## config.mk

```make
export PLATFORM = sky130hd
export DESIGN_NAME = interval_set_merge_insert
export DESIGN_NICKNAME = d
export VERILOG_FILES = /design/src/hdl/ism_pkg.sv /design/src/hdl/interval_set_merge_insert.sv /design/src/hdl/ism_ram.sv /design/src/hdl/ism_front.sv /design/src/hdl/ism_back.sv
export SDC_FILE = /design/constraint.sdc
export NUM_CORES = 2
export LEC_CHECK = 0
export BUFFER_PORTS_ARGS = -buffer_cell sky130_fd_sc_hd__buf_2
export CAP_MARGIN = 20
export CORE_MARGIN = 3
export CORE_UTILIZATION = 50
export CTS_CLUSTER_DIAMETER = 200
export DETAILED_ROUTE_END_ITERATION = 8
export GPL_TIMING_DRIVEN = 0
export PLACE_DENSITY_LB_ADDON = 0.2
export SYNTH_ARGS = -nofsm -noshare
export SYNTH_HDL_FRONTEND = slang
export SYNTH_SLANG_ARGS = --single-unit
```

## constraint.sdc

```tcl
create_clock -name i_clk -period 8.8 [get_ports i_clk]
set_clock_uncertainty 0.05 [all_clocks]
set_input_delay 0.44 -clock i_clk [delete_from_list [all_inputs] [get_ports i_clk]]
set_output_delay 0.44 -clock i_clk [all_outputs]
set_load 0.01 [all_outputs]
```

## src/hdl/ism_pkg.sv

```systemverilog
// Shared types and constants of the interval set merge/insert block.
// Used by every module under hdl but ism_ram; depends on nothing.
`default_nettype none

package ism_pkg;

    localparam int DEF_MAX_INTERVALS = 16;
    localparam int TIME_W            = 64;
    localparam int ACTION_W          = 2;
    localparam int COUNT_W           = 5;
    localparam int ENTRY_W           = 2 * TIME_W;

    localparam logic [TIME_W-1:0] SIGN_BIT = {1'b1, {(TIME_W - 1){1'b0}}};

    localparam logic [ACTION_W-1:0] ACT_ADD   = 2'd0;
    localparam logic [ACTION_W-1:0] ACT_QUERY = 2'd1;
    localparam logic [ACTION_W-1:0] ACT_CLEAR = 2'd2;

    typedef enum logic [1:0] {
        K_ADD   = 2'd0,
        K_QUERY = 2'd1,
        K_CLEAR = 2'd2,
        K_NOP   = 2'd3
    } t_kind;

    // start and end are held as order-preserving unsigned keys
    typedef struct packed {
        t_kind             kind;
        logic [TIME_W-1:0] key_start;
        logic [TIME_W-1:0] key_end;
    } t_cmd;

    typedef struct packed {
        logic               covered;
        logic               dropped_full;
        logic [COUNT_W-1:0] entry_count;
    } t_result;

endpackage

`default_nettype wire

```

## src/hdl/interval_set_merge_insert.sv

```systemverilog
// Interval set with merge-on-insert: top level joining front and back ends.
// Depends on ism_pkg, ism_front, ism_back (and ism_ram below it).
//
// Use: items enter through a queue-style port. Drive i_action, i_range_start
// and i_range_end with push; a beat is taken at a clock edge with push high
// and full low. Action 0 adds the range, 1 asks whether one stored interval
// holds both ends, 2 empties the table. One result per item leaves through
// a second queue port: while empty is low the oldest result sits on
// o_covered, o_dropped_full and o_entry_count; pop with empty low takes it.
// Steps: an add runs through taking the command, a walk through the table
// RAM, a decide step, a shift that opens a slot for an insert or closes up
// entries after a merge, and posting its result; a query runs take, walk,
// decide and post, and a clear runs take and post. The table RAM, with one
// registered read and one write per cycle, sets the pace of the walk and the
// shift. The front queue is registered ahead of the take and the result
// shows on the ports the cycle after it is posted.
// Two commands wait in the front queue and two results in the result
// queue; a stalled receiver holds results there and, once both are full,
// the back end pauses and full rises. Synchronous reset empties both
// queues and the table; the table RAM needs no clearing pass.
`default_nettype none

module interval_set_merge_insert #(
    parameter int MAX_INTERVALS = ism_pkg::DEF_MAX_INTERVALS
) (
    input  wire logic                              i_clk,
    input  wire logic                              i_rst_n,
    input  wire logic                              push,
    output logic                                   full,
    input  wire logic [ism_pkg::ACTION_W-1:0]      i_action,
    input  wire logic signed [ism_pkg::TIME_W-1:0] i_range_start,
    input  wire logic signed [ism_pkg::TIME_W-1:0] i_range_end,
    output logic                                   empty,
    input  wire logic                              pop,
    output logic                                   o_covered,
    output logic                                   o_dropped_full,
    output logic [ism_pkg::COUNT_W-1:0]            o_entry_count
);
    import ism_pkg::*;

    logic    cmd_valid;
    t_cmd    cmd;
    logic    cmd_take;
    t_result res;

    ism_front u_front (
        .i_clk         (i_clk),
        .i_rst_n       (i_rst_n),
        .push          (push),
        .full          (full),
        .i_action      (i_action),
        .i_range_start (i_range_start),
        .i_range_end   (i_range_end),
        .o_cmd_valid   (cmd_valid),
        .o_cmd         (cmd),
        .i_cmd_take    (cmd_take)
    );

    ism_back #(
        .MAX_INTERVALS (MAX_INTERVALS)
    ) u_back (
        .i_clk       (i_clk),
        .i_rst_n     (i_rst_n),
        .i_cmd_valid (cmd_valid),
        .i_cmd       (cmd),
        .o_cmd_take  (cmd_take),
        .pop         (pop),
        .empty       (empty),
        .o_res       (res)
    );

    assign o_covered      = res.covered;
    assign o_dropped_full = res.dropped_full;
    assign o_entry_count  = res.entry_count;

endmodule

`default_nettype wire

```

## src/hdl/ism_ram.sv

```systemverilog
// Generic single-write, single-read RAM with registered read data.
// Depends on nothing.
`default_nettype none

module ism_ram #(
    parameter int WIDTH = 8,
    parameter int DEPTH = 16
) (
    input  wire logic                     i_clk,
    input  wire logic                     i_we,
    input  wire logic [$clog2(DEPTH)-1:0] i_waddr,
    input  wire logic [WIDTH-1:0]         i_wdata,
    input  wire logic [$clog2(DEPTH)-1:0] i_raddr,
    output logic      [WIDTH-1:0]         o_rdata
);

    logic [WIDTH-1:0] r_mem [DEPTH];

    always_ff @(posedge i_clk) begin
        if (i_we) begin
            r_mem[i_waddr] <= i_wdata;
        end
        o_rdata <= r_mem[i_raddr];
    end

endmodule

`default_nettype wire

```

## src/hdl/ism_front.sv

```systemverilog
// Front end: accepts input beats, classifies them into commands and
// queues them for the back end. Depends on ism_pkg.
`default_nettype none

module ism_front (
    input  wire logic                          i_clk,
    input  wire logic                          i_rst_n,
    input  wire logic                          push,
    output logic                               full,
    input  wire logic [ism_pkg::ACTION_W-1:0]  i_action,
    input  wire logic signed [ism_pkg::TIME_W-1:0] i_range_start,
    input  wire logic signed [ism_pkg::TIME_W-1:0] i_range_end,
    output logic                               o_cmd_valid,
    output ism_pkg::t_cmd                      o_cmd,
    input  wire logic                          i_cmd_take
);
    import ism_pkg::*;

    t_cmd              r_q [2];
    logic              r_wp;
    logic              r_rp;
    logic [1:0]        r_cnt;
    t_cmd              cls;
    logic [TIME_W-1:0] key_s;
    logic [TIME_W-1:0] key_e;
    logic              acc;
    logic              take;

    assign key_s = $unsigned(i_range_start) ^ SIGN_BIT;
    assign key_e = $unsigned(i_range_end) ^ SIGN_BIT;

    always_comb begin
        cls.key_start = key_s;
        cls.key_end   = key_e;
        unique case (i_action)
            ACT_ADD:   cls.kind = (key_e < key_s) ? K_NOP : K_ADD;
            ACT_QUERY: cls.kind = K_QUERY;
            ACT_CLEAR: cls.kind = K_CLEAR;
            default:   cls.kind = K_NOP;
        endcase
    end

    assign full        = (r_cnt == 2'd2);
    assign acc         = push && !full;
    assign o_cmd_valid = (r_cnt != 2'd0);
    assign take        = i_cmd_take && o_cmd_valid;
    assign o_cmd       = r_q[r_rp];

    always_ff @(posedge i_clk) begin
        if (!i_rst_n) begin
            r_wp  <= 1'b0;
            r_rp  <= 1'b0;
            r_cnt <= 2'd0;
        end else begin
            if (acc) begin
                r_wp <= ~r_wp;
            end
            if (take) begin
                r_rp <= ~r_rp;
            end
            r_cnt <= r_cnt + 2'(acc) - 2'(take);
        end
    end

    always_ff @(posedge i_clk) begin
        if (acc) begin
            r_q[r_wp] <= cls;
        end
    end

endmodule

`default_nettype wire

```

## src/hdl/ism_back.sv

```systemverilog
// Back end: walks the interval table held in RAM, merges, inserts and
// closes up entries, and queues one result per command. Depends on
// ism_pkg and ism_ram.
`default_nettype none

module ism_back #(
    parameter int MAX_INTERVALS = ism_pkg::DEF_MAX_INTERVALS
) (
    input  wire logic      i_clk,
    input  wire logic      i_rst_n,
    input  wire logic      i_cmd_valid,
    input  wire ism_pkg::t_cmd i_cmd,
    output logic           o_cmd_take,
    input  wire logic      pop,
    output logic           empty,
    output ism_pkg::t_result o_res
);
    import ism_pkg::*;

    localparam int AW  = $clog2(MAX_INTERVALS);
    localparam int CW  = $clog2(MAX_INTERVALS + 1);
    localparam int TW1 = TIME_W + 1;

    typedef enum logic [5:0] {
        S_IDLE   = 6'b000001,
        S_SCAN   = 6'b000010,
        S_DECIDE = 6'b000100,
        S_UP     = 6'b001000,
        S_DN     = 6'b010000,
        S_FIN    = 6'b100000
    } t_state;

    t_state            r_state,    n_state;
    t_cmd              r_cmd,      n_cmd;
    logic [CW-1:0]     r_count,    n_count;
    logic [CW-1:0]     r_idx,      n_idx;
    logic [CW-1:0]     r_left,     n_left;
    logic              r_dv,       n_dv;
    logic [AW-1:0]     r_didx;
    logic              r_hit,      n_hit;
    logic              r_pfound,   n_pfound;
    logic [CW-1:0]     r_pos,      n_pos;
    logic [AW-1:0]     r_first,    n_first;
    logic [AW-1:0]     r_last,     n_last;
    logic [TIME_W-1:0] r_first_st, n_first_st;
    logic [TIME_W-1:0] r_last_en,  n_last_en;
    logic [AW-1:0]     r_gone,     n_gone;
    logic              r_cov,      n_cov;
    logic              r_drop,     n_drop;

    t_result           r_rq [2];
    logic              r_rq_wp;
    logic              r_rq_rp;
    logic [1:0]        r_rq_cnt;
    logic              rq_push;
    logic              rq_pop;
    t_result           rq_in;

    logic               ram_we;
    logic [AW-1:0]      ram_waddr;
    logic [ENTRY_W-1:0] ram_wdata;
    logic [ENTRY_W-1:0] ram_rdata;
    logic [TIME_W-1:0]  rd_st;
    logic [TIME_W-1:0]  rd_en;
    logic               beat_touch;
    logic               beat_above;
    logic               beat_cover;

    ism_ram #(
        .WIDTH (ENTRY_W),
        .DEPTH (MAX_INTERVALS)
    ) u_table (
        .i_clk   (i_clk),
        .i_we    (ram_we),
        .i_waddr (ram_waddr),
        .i_wdata (ram_wdata),
        .i_raddr (r_idx[AW-1:0]),
        .o_rdata (ram_rdata)
    );

    assign rd_st = ram_rdata[ENTRY_W-1:TIME_W];
    assign rd_en = ram_rdata[TIME_W-1:0];

    assign beat_touch = ({1'b0, rd_st} <= ({1'b0, r_cmd.key_end} + TW1'(1)))
                     && (({1'b0, rd_en} + TW1'(1)) >= {1'b0, r_cmd.key_start});
    assign beat_above = rd_st > r_cmd.key_start;
    assign beat_cover = (rd_st <= r_cmd.key_start) && (r_cmd.key_start <= rd_en)
                     && (rd_st <= r_cmd.key_end) && (r_cmd.key_end <= rd_en);

    assign o_cmd_take = (r_state == S_IDLE) && i_cmd_valid && (r_rq_cnt != 2'd2);

    always_comb begin
        n_state    = r_state;
        n_cmd      = r_cmd;
        n_count    = r_count;
        n_idx      = r_idx;
        n_left     = r_left;
        n_dv       = 1'b0;
        n_hit      = r_hit;
        n_pfound   = r_pfound;
        n_pos      = r_pos;
        n_first    = r_first;
        n_last     = r_last;
        n_first_st = r_first_st;
        n_last_en  = r_last_en;
        n_gone     = r_gone;
        n_cov      = r_cov;
        n_drop     = r_drop;
        ram_we     = 1'b0;
        ram_waddr  = r_didx;
        ram_wdata  = ram_rdata;
        rq_push    = 1'b0;

        unique case (r_state)
            S_IDLE: begin
                if (o_cmd_take) begin
                    n_cmd  = i_cmd;
                    n_cov  = 1'b0;
                    n_drop = 1'b0;
                    unique case (i_cmd.kind)
                        K_CLEAR: begin
                            n_count = '0;
                            n_state = S_FIN;
                        end
                        K_NOP: begin
                            n_state = S_FIN;
                        end
                        K_ADD, K_QUERY: begin
                            n_idx    = '0;
                            n_hit    = 1'b0;
                            n_pfound = 1'b0;
                            n_pos    = r_count;
                            n_state  = S_SCAN;
                        end
                        default: n_state = S_FIN;
                    endcase
                end
            end
            S_SCAN: begin
                if (r_idx != r_count) begin
                    n_dv  = 1'b1;
                    n_idx = r_idx + CW'(1);
                end
                if (r_dv) begin
                    if (beat_touch) begin
                        if (!r_hit) begin
                            n_first    = r_didx;
                            n_first_st = rd_st;
                        end
                        n_hit     = 1'b1;
                        n_last    = r_didx;
                        n_last_en = rd_en;
                    end
                    if (beat_above && !r_pfound) begin
                        n_pfound = 1'b1;
                        n_pos    = CW'(r_didx);
                    end
                    if (beat_cover && (r_cmd.kind == K_QUERY)) begin
                        n_cov = 1'b1;
                    end
                end
                if ((r_idx == r_count) && !r_dv) begin
                    n_state = S_DECIDE;
                end
            end
            S_DECIDE: begin
                if (r_cmd.kind == K_QUERY) begin
                    n_state = S_FIN;
                end else if (!r_hit) begin
                    if (r_count == CW'(MAX_INTERVALS)) begin
                        n_drop  = 1'b1;
                        n_state = S_FIN;
                    end else begin
                        n_left  = r_count - r_pos;
                        n_idx   = r_count - CW'(1);
                        n_state = S_UP;
                    end
                end else begin
                    ram_we    = 1'b1;
                    ram_waddr = r_first;
                    ram_wdata = {((r_first_st > r_cmd.key_start) ? r_cmd.key_start
                                                                 : r_first_st),
                                 ((r_last_en > r_cmd.key_end) ? r_last_en
                                                              : r_cmd.key_end)};
                    n_gone    = r_last - r_first;
                    n_count   = r_count - CW'(r_last - r_first);
                    n_left    = r_count - CW'(r_last) - CW'(1);
                    n_idx     = CW'(r_last) + CW'(1);
                    n_state   = S_DN;
                end
            end
            S_UP: begin
                if (r_left != '0) begin
                    n_dv   = 1'b1;
                    n_idx  = r_idx - CW'(1);
                    n_left = r_left - CW'(1);
                end
                if (r_dv) begin
                    ram_we    = 1'b1;
                    ram_waddr = r_didx + AW'(1);
                end else if (r_left == '0) begin
                    ram_we    = 1'b1;
                    ram_waddr = r_pos[AW-1:0];
                    ram_wdata = {r_cmd.key_start, r_cmd.key_end};
                    n_count   = r_count + CW'(1);
                    n_state   = S_FIN;
                end
            end
            S_DN: begin
                if (r_left != '0) begin
                    n_dv   = 1'b1;
                    n_idx  = r_idx + CW'(1);
                    n_left = r_left - CW'(1);
                end
                if (r_dv) begin
                    ram_we    = 1'b1;
                    ram_waddr = r_didx - r_gone;
                end else if (r_left == '0) begin
                    n_state = S_FIN;
                end
            end
            S_FIN: begin
                rq_push = 1'b1;
                n_state = S_IDLE;
            end
            default: n_state = S_IDLE;
        endcase
    end

    assign rq_in.covered      = r_cov;
    assign rq_in.dropped_full = r_drop;
    assign rq_in.entry_count  = COUNT_W'(r_count);

    assign empty  = (r_rq_cnt == 2'd0);
    assign rq_pop = pop && !empty;
    assign o_res  = r_rq[r_rq_rp];

    always_ff @(posedge i_clk) begin
        if (!i_rst_n) begin
            r_state  <= S_IDLE;
            r_count  <= '0;
            r_dv     <= 1'b0;
            r_rq_wp  <= 1'b0;
            r_rq_rp  <= 1'b0;
            r_rq_cnt <= 2'd0;
        end else begin
            r_state <= n_state;
            r_count <= n_count;
            r_dv    <= n_dv;
            if (rq_push) begin
                r_rq_wp <= ~r_rq_wp;
            end
            if (rq_pop) begin
                r_rq_rp <= ~r_rq_rp;
            end
            r_rq_cnt <= r_rq_cnt + 2'(rq_push) - 2'(rq_pop);
        end
    end

    always_ff @(posedge i_clk) begin
        r_cmd      <= n_cmd;
        r_idx      <= n_idx;
        r_left     <= n_left;
        r_didx     <= r_idx[AW-1:0];
        r_hit      <= n_hit;
        r_pfound   <= n_pfound;
        r_pos      <= n_pos;
        r_first    <= n_first;
        r_last     <= n_last;
        r_first_st <= n_first_st;
        r_last_en  <= n_last_en;
        r_gone     <= n_gone;
        r_cov      <= n_cov;
        r_drop     <= n_drop;
        if (rq_push) begin
            r_rq[r_rq_wp] <= rq_in;
        end
    end

    a_count_bound: assert property (@(posedge i_clk) disable iff (!i_rst_n)
        r_count <= CW'(MAX_INTERVALS))
        else $error("entry count beyond table depth");

    a_rq_room: assert property (@(posedge i_clk) disable iff (!i_rst_n)
        (r_state == S_FIN) |-> (r_rq_cnt != 2'd2))
        else $error("result queue overflow");

    a_merge_order: assert property (@(posedge i_clk) disable iff (!i_rst_n)
        (r_state == S_DECIDE && r_hit) |-> (r_first <= r_last))
        else $error("merge run reversed");

    a_beat_state: assert property (@(posedge i_clk) disable iff (!i_rst_n)
        r_dv |-> (r_state == S_SCAN || r_state == S_UP || r_state == S_DN))
        else $error("read beat outside a table walk");

    a_insert_room: assert property (@(posedge i_clk) disable iff (!i_rst_n)
        (r_state == S_UP) |-> (r_count < CW'(MAX_INTERVALS)))
        else $error("insert into a full table");

endmodule

`default_nettype wire
```

After elaboration in Yosys (flattened, before gate mapping)

Memories as Yosys holds them, arrays and structs flattened. A register that Yosys moved wholly into a read port is not among the register bits.
Cells that the tools add are included.

Register bits: 313
RAM bits: 2322
Output and inout port bits: 9
Word-level logic and storage cells: 232
Memories kept: 3

$add $sub $neg: 20
$lt $le $gt $ge: 10
Equality and inequality tests: 38
Multiplexer cells: 86
Bitwise logic cells: 8
Reduce and logical (&&, ||, !) cells: 42

Memories:

| memory               | words | width | rd ports | clocked after Yosys merged registers in | write ports | RTL line        | text |
|---|---|---|---|---|---|---|---|
| u_back.u_table.r_mem | 16    | 128   | 1        | 1                                       | 1           | ism_ram.sv:17   | `logic [WIDTH-1:0] r_mem [DEPTH];` |
| u_front.r_q          | 2     | 130   | 1        | 1                                       | 1           | ism_front.sv:19 | `t_cmd r_q [2];` |
| u_back.r_rq          | 2     | 7     | 1        | 1                                       | 1           | ism_back.sv:51  | `t_result r_rq [2];` |

Operators with widths:

| kind                  | count |
|---|---|
| $mux 128              | 4 |
| $le 64x64->1          | 4 |
| $pmux 128 s2          | 1 |
| $gt 64x64->1          | 3 |
| $add 64x1->65 const B | 2 |
| $mux 64               | 2 |
| $mux 5                | 22 |
| $ge 65x64->1          | 1 |
| $le 64x65->1          | 1 |
| $lt 64x64->1          | 1 |
| $mux 6                | 7 |
| $mux 1                | 30 |
| $ne 2x1->1 const B    | 13 |
| $pmux 5 s5            | 1 |
| $pmux 6 s4            | 1 |
| $mux 4                | 5 |
| $pmux 5 s2            | 2 |
| $sub 5x1->5 const B   | 4 |
| $ne 2x2->1 const B    | 8 |
| $reduce_and 4->1      | 4 |
| $pmux 5 s3            | 1 |
| $reduce_and 5->1      | 3 |
| $logic_and 1x1->1     | 12 |
| $pmux 4 s3            | 1 |
| 38 further kinds      | 71 |

Logic depth before layout (Yosys ltp)

Word-level depth: 8
Gate-level depth with buffers: 19
Gate-level depth less buffers: 19

Modules after synthesis

A second synthesis with hierarchy kept.

Cell total of the unflattened synthesis: 6864
Area total of the unflattened synthesis: 118721.4 µm²

Modules (own cells, without submodules):

| module    | times used | cells an instance | area each (µm²) | sequential area each (µm²) |
|---|---|---|---|---|
| ism_ram   | 1          | 3365              | 79331.1         | 64061.4 |
| ism_back  | 1          | 2844              | 28214.6         | 9519.1 |
| ism_front | 1          | 655               | 11175.7         | 7907.6 |

Worst setup path before layout

OpenSTA, ideal clock, no wires.

Path type: reg-to-reg
From: register u_back.r_left[0]
To: memory u_back.u_table.r_mem[6][0] (netlist name), enable pin
Setup time: 617 ps
Data arrival time: 7521 ps
Required time: 8133 ps
Setup slack: 612 ps
Stages on the path, launching flop included: 13
Buffers on the path: 1
Cells stage by stage: edfxtp_1 inv_1 ha_1 or4b_1 clkbuf_1 nor2_1 a21oi_1 o21ai_1 a21oi_1 a21boi_1 o21ai_1 or2_2 nor2_1

Word-level cells in the longest chain between the ends: 6
Elaborated cells between the ends (all ways): 9

RTL lines:

| item                         | RTL line        | text |
|---|---|---|
| start, declared              | ism_back.sv:37  | `logic [CW-1:0] r_left, n_left;` |
| start signal, assigned       | ism_back.sv:263 | `r_left <= n_left;` |
| $logic_not 5->1 *            | ism_back.sv:201 | `end else if (r_left == '0) begin` |
| $mux 1                       | ism_back.sv:201 |  |
| $mux 1                       | ism_back.sv:198 | `if (r_dv) begin` |
| $pmux 1 s3                   | ism_back.sv:114 | `unique case (r_state)` |
| $mux 1                       | ism_ram.sv:20   | `if (i_we) begin` |
| $mux 1 (implied by the code) | ism_ram.sv:21   | `r_mem[i_waddr] <= i_wdata;` |
| end, declared                | ism_ram.sv:17   |  |

Every way passes the cells marked *; elsewhere a longest branch is shown, timed or not.

Worst setup path after layout

From: register u_back.u_table.o_rdata[0], read port of u_back.u_table.r_mem
To: register u_back.r_first_st[15], enable pin

Word-level cells in the longest chain between the ends: 4

RTL lines:

| item                       | RTL line        | text |
|---|---|---|
| start, declared            | ism_ram.sv:14   | `output logic [WIDTH-1:0] o_rdata` |
| $add 64x1->65              | ism_back.sv:85  | `&& (({1'b0, rd_en} + TW1'(1)) >= {1'b0, r_cmd.key_start});` |
| $ge 65x64->1               | ism_back.sv:85  |  |
| $logic_and 1x1->1          | ism_back.sv:85  |  |
| $reduce_and 4->1 (no line) | -               |  |
| end signal, assigned       | ism_back.sv:270 | `r_first_st <= n_first_st;` |
| end, declared              | ism_back.sv:45  | `logic [TIME_W-1:0] r_first_st, n_first_st;` |

No other way between the ends.
A chain may end at the register's enable or synchronous reset.

==> impl_metrics.py <==
metrics = {
    "run_status": {
        "status": "finished clean",
    },
    "logic_synthesis": {
        "synth.area.top_cells": "edfxtp_1, mux4_2, ha_1",
        "yosysUniqueCellTypes": 85,
        "ys_seq_area_share_pct": 67.52,
        "synth_top_area_share_pct": 64.96,
        "syn_area_per_cell_um2": 17.55,
        "synth_edf_count": 2611,
        "syn_nets": 7633,
        "netlist_instances": 6879,
        "ys.flop_type": "edfxtp_1",
        "synthArstFlopShare_pct": 0,
        "synth_area_leader_cell": "edfxtp_1",
        "ys_warn_count": 0,
        "synth-seq-cells": 2765,
        "synth_area_um2": 120700,
    },
    "detailed_routing": {
        "drc": 0,
        "first_pass_iters": 6,
        "vias_per_cell": 6.605,
        "top_layer": "met5",
        "wl_met1_um": 163900,
        "drtIter0Drc": 9188,
        "routed_wl_um": 413800,
        "num_vias": 73440,
        "wl_per_cell_um": 37.21,
        "antenna_left": 0,
        "wl_met3_um": 40670,
        "met2_wirelength_um": 187300,
    },
    "finish": {
        "layout.cells.non_filler": 11120,
        "drive_gt1_share_pct": 21.50,
        "nets": 8459,
        "final_area_um2": 140600,
        "layout-area-overhead-vs-synth_pct": 16.49,
    },
    "setup_path": {
        "cp_top_family": "simple AND/OR/NAND/NOR gates",
        "path_cells": "ha_1, nand4_1, nor2_1, nand3_1, nor2_1, nand2_1, nor2_1, xnor2_1, ha_1, nand4_1, nor4_1, nand2_1, nor2_1, o21ai_0, a21oi_2, and3_4, and2b_4, buf_12",
        "cpMaxStageDelayCell": "nor4_1",
        "crit_buf_inv": 1,
        "regToRegEndpoint": "u_back.r_first_st[15]",
        "r2r.worst_path.cells": 18,
        "cp.arrival_ps": 9290,
        "required_ps": 9310,
        "worstSetupPathType": "reg -> reg",
        "reg2reg_slack_ps": 20,
        "startpoint_type": "register",
        "r2r-start": "u_back.u_table.o_rdata[0]",
        "cpPeakStageDelay_ps": 810,
        "cp_common_cell": "nor2_1",
        "worstSetupEndpointType": "register",
        "crit_fanout": 35,
    },
    "grt": {
        "overflow": 0,
        "grt_antenna_before_repair": 32,
        "track_usage_pct": 33.15,
        "grt_first_pass_wirelength_um": 569200,
        "grt_start_max_net_pins": 50,
        "grt_pass1_vias": 71780,
    },
    "placement": {
        "pre_cts_ws_ps": 295.9,
        "port_buffers": 141,
        "gp_congestion": 1.014,
        "place_hpwl_um": 294700,
        "dp.cells": 10400,
        "placed_cell_area_um2": 129200,
    },
    "floorplanning": {
        "die_area_um2": 247300,
        "io_pins": 143,
        "die_height_um": 497.3,
        "coreArea_um2": 239000,
        "initial_core_util_pct": 50.51,
        "die_w_um": 497.3,
        "rows": 179,
    },
    "timing": {
        "tns_ps": 0,
        "setup_slack_ps": 22.18,
        "period_needed_ps": 8778,
        "slew_violations": 0,
        "hold_viol": 0,
        "setup_violations": 0,
        "tightest_slew_ps": 1367,
        "timing.fmax_mhz": 113.9,
        "slew_headroom_pct": 8.881,
        "rsz0062_at_grt": "no",
        "finalCritPeriodShare_pct": 99.75,
    },
    "power": {
        "leakagePower_nw": 48.29,
        "finalPower_w": 0.04921,
        "powerDensity_nw_per_um2": 350.0,
        "peakVddDrop_mv": 0.1961,
    },
    "min_path": {
        "holdCritPathClass": "in -> reg",
        "hp-start": "i_range_start[9]",
        "whs_endpoint": "u_front.r_q[0][73]",
        "hold_depth": 2,
    },
    "cts": {
        "cts_buffers": 303,
        "cts_root_buf": "clkbuf_16",
        "cts_buffer_depth": 4,
        "cts_setup_buffers": 0,
        "cts.sinks": 2765,
        "clk_pin_slew_ps": 60,
        "cts_tree": "yes",
        "htreeDepth": 5,
        "clk_latency_ps": 960,
    },
    "job": {
        "maxCapViolations": 0,
    },
}
## cell usage in the layout, fill, tap and decap left out, types with 22 or more instances in the layout
cell / instances
dlygate4sd3_1: 134
nor4_1: 27
bufinv_16: 22
a221oi_1: 73
clkbuf_8: 22
o2111ai_1: 68
mux2i_1: 29
mux4_2: 614
ha_1: 611
clkinv_2: 56
a211oi_1: 61
a21oi_1: 289
buf_12: 66
nor2b_1: 59
a221o_1: 71
nor2_1: 127
buf_6: 45
clkbuf_16: 306
mux2_2: 137
o211ai_1: 82
clkinv_1: 38
nand4_1: 129
nor3_1: 112
buf_1: 43
nand3_1: 90
inv_1: 327
clkbuf_1: 238
and3_1: 89
buf_4: 25
edfxtp_1: 2611
dfxtp_1: 154
a21o_1: 98
nand2_1: 154
buf_8: 72
buf_16: 39
o21ai_0: 173
buf_2: 184
xnor2_1: 143
## layout make-up
cell class              count  area [um2]
repair buffers            521        6173
diodes                     19       47.55
clock inverters           145        1341
flip-flops and latches   2765       81490
clock buffers             387        8182
multi-input cells        3499       36970
inverters                 328        1231
fillers                 17550       98370
plain buffers             287        1200
well taps                3167        3963
## stage by stage
step           util (%)  hold WS (ps)
5_1_grt           58.82         173.1
3_5_place_dp      54.06         375.6
2_1_floorplan         -         324.6
6_report          58.84         206.4
3_3_place_gp      52.46         352.6
4_1_cts           58.61         126.6
## worst max path at each step
stage | startpoint | to | slack (ps) | depth (start not counted)
finish | u_back.u_table.o_rdata[0] | u_back.r_first_st[15] | 20 | 18
global route | u_back.u_table.o_rdata[0] | u_back.r_first_st[21] | 190 | 18
CTS | u_back.u_table.o_rdata[0] | u_back.r_first_st[18] | 250 | 18
detailed placement | u_back.u_table.o_rdata[0] | u_back.r_first_st[14] | 300 | 18
global placement | u_back.r_cmd[128] | u_back.u_table.r_mem[6][81] | -8080 | 8
floorplan | u_back.r_left[0] | u_back.u_table.r_mem[6][0] | 610 | 12
## worst register-to-register path, delay by kind of cell (launching register included)
| family | cells | cell delay (ps) |
|---|---|---|
| and+or+nand+nor | 12 | 5340 |
| buffers and inverters | 1 | 380 |
| adders and majority gates | 2 | 690 |
| DFF | 1 | 750 |
| xor gates and xnor gates | 1 | 110 |
| AOI/OAI and AO/OA | 2 | 1050 |
## cells by family (layout without fill, tap and decap cells)
kind of cell             count (synthesis)  count (layout)  share of synthesized area (%)
XOR/XNOR                               162             162                          1.176
multiplexers                           780             780                          12.98
AND/OR/NAND/NOR                        922             922                          4.172
other                                    0              19                              0
AO/OA/AOI/OAI                         1015            1015                          5.688
flip-flops                            2765            2765                          67.52
buffers and inverters                  615            1668                          1.988
adder cells (fa/ha/maj)                620             620                          6.483
## flip-flops by register name (all words and copies together) (netlist names), 6 cells and up, named ones only
signal,count
u_back.r_rq,14
u_back.u_table.r_mem,2048
u_back.r_first_st,64
u_back.u_table.o_rdata,128
u_front.r_q,260
u_back.r_state,6
u_back.r_cmd,130
u_back.r_last_en,64
## power by group
part / total [W] / switching (W) / internal (W)
logic: 0.0176 / 0.0108 / 0.00686
clock network: 0.0123 / 0.00511 / 0.00721
registers: 0.0193 / 0.00220 / 0.0171
## cells in the mapped netlist, types with 29 or more instances
cell       instances
nand3_1           90
and3_1            93
nor3_1           114
xnor2_1          143
nor2b_1           59
mux4_2           614
ha_1             611
o2111ai_1         68
mux2_2           137
o211ai_1          82
a221oi_1          73
buf_1             48
a21o_1            98
nand4_1          129
clkbuf_1         198
o21ai_0          173
a211oi_1          61
inv_1            327
a21oi_1          291
dfxtp_1          154
edfxtp_1        2611
nor4_1            31
nand2_1          154
buf_2             33
mux2i_1           29
nor2_1           137
a221o_1           71
## repair_timing
action                                 CTS  global route
resized for setup                        0             1
endpoints found under the hold margin  283             0
setup endpoints to repair                0            35
hold buffers                           134             0
## layer usage
metal	vias to the layer above	global-route usage [%]
met5	-	0
met4	14	14.85
met3	896	7.502
met2	4415	50.52
met1	38280	45.96
li1	29840	-
(Power assumes the default switching activity.)
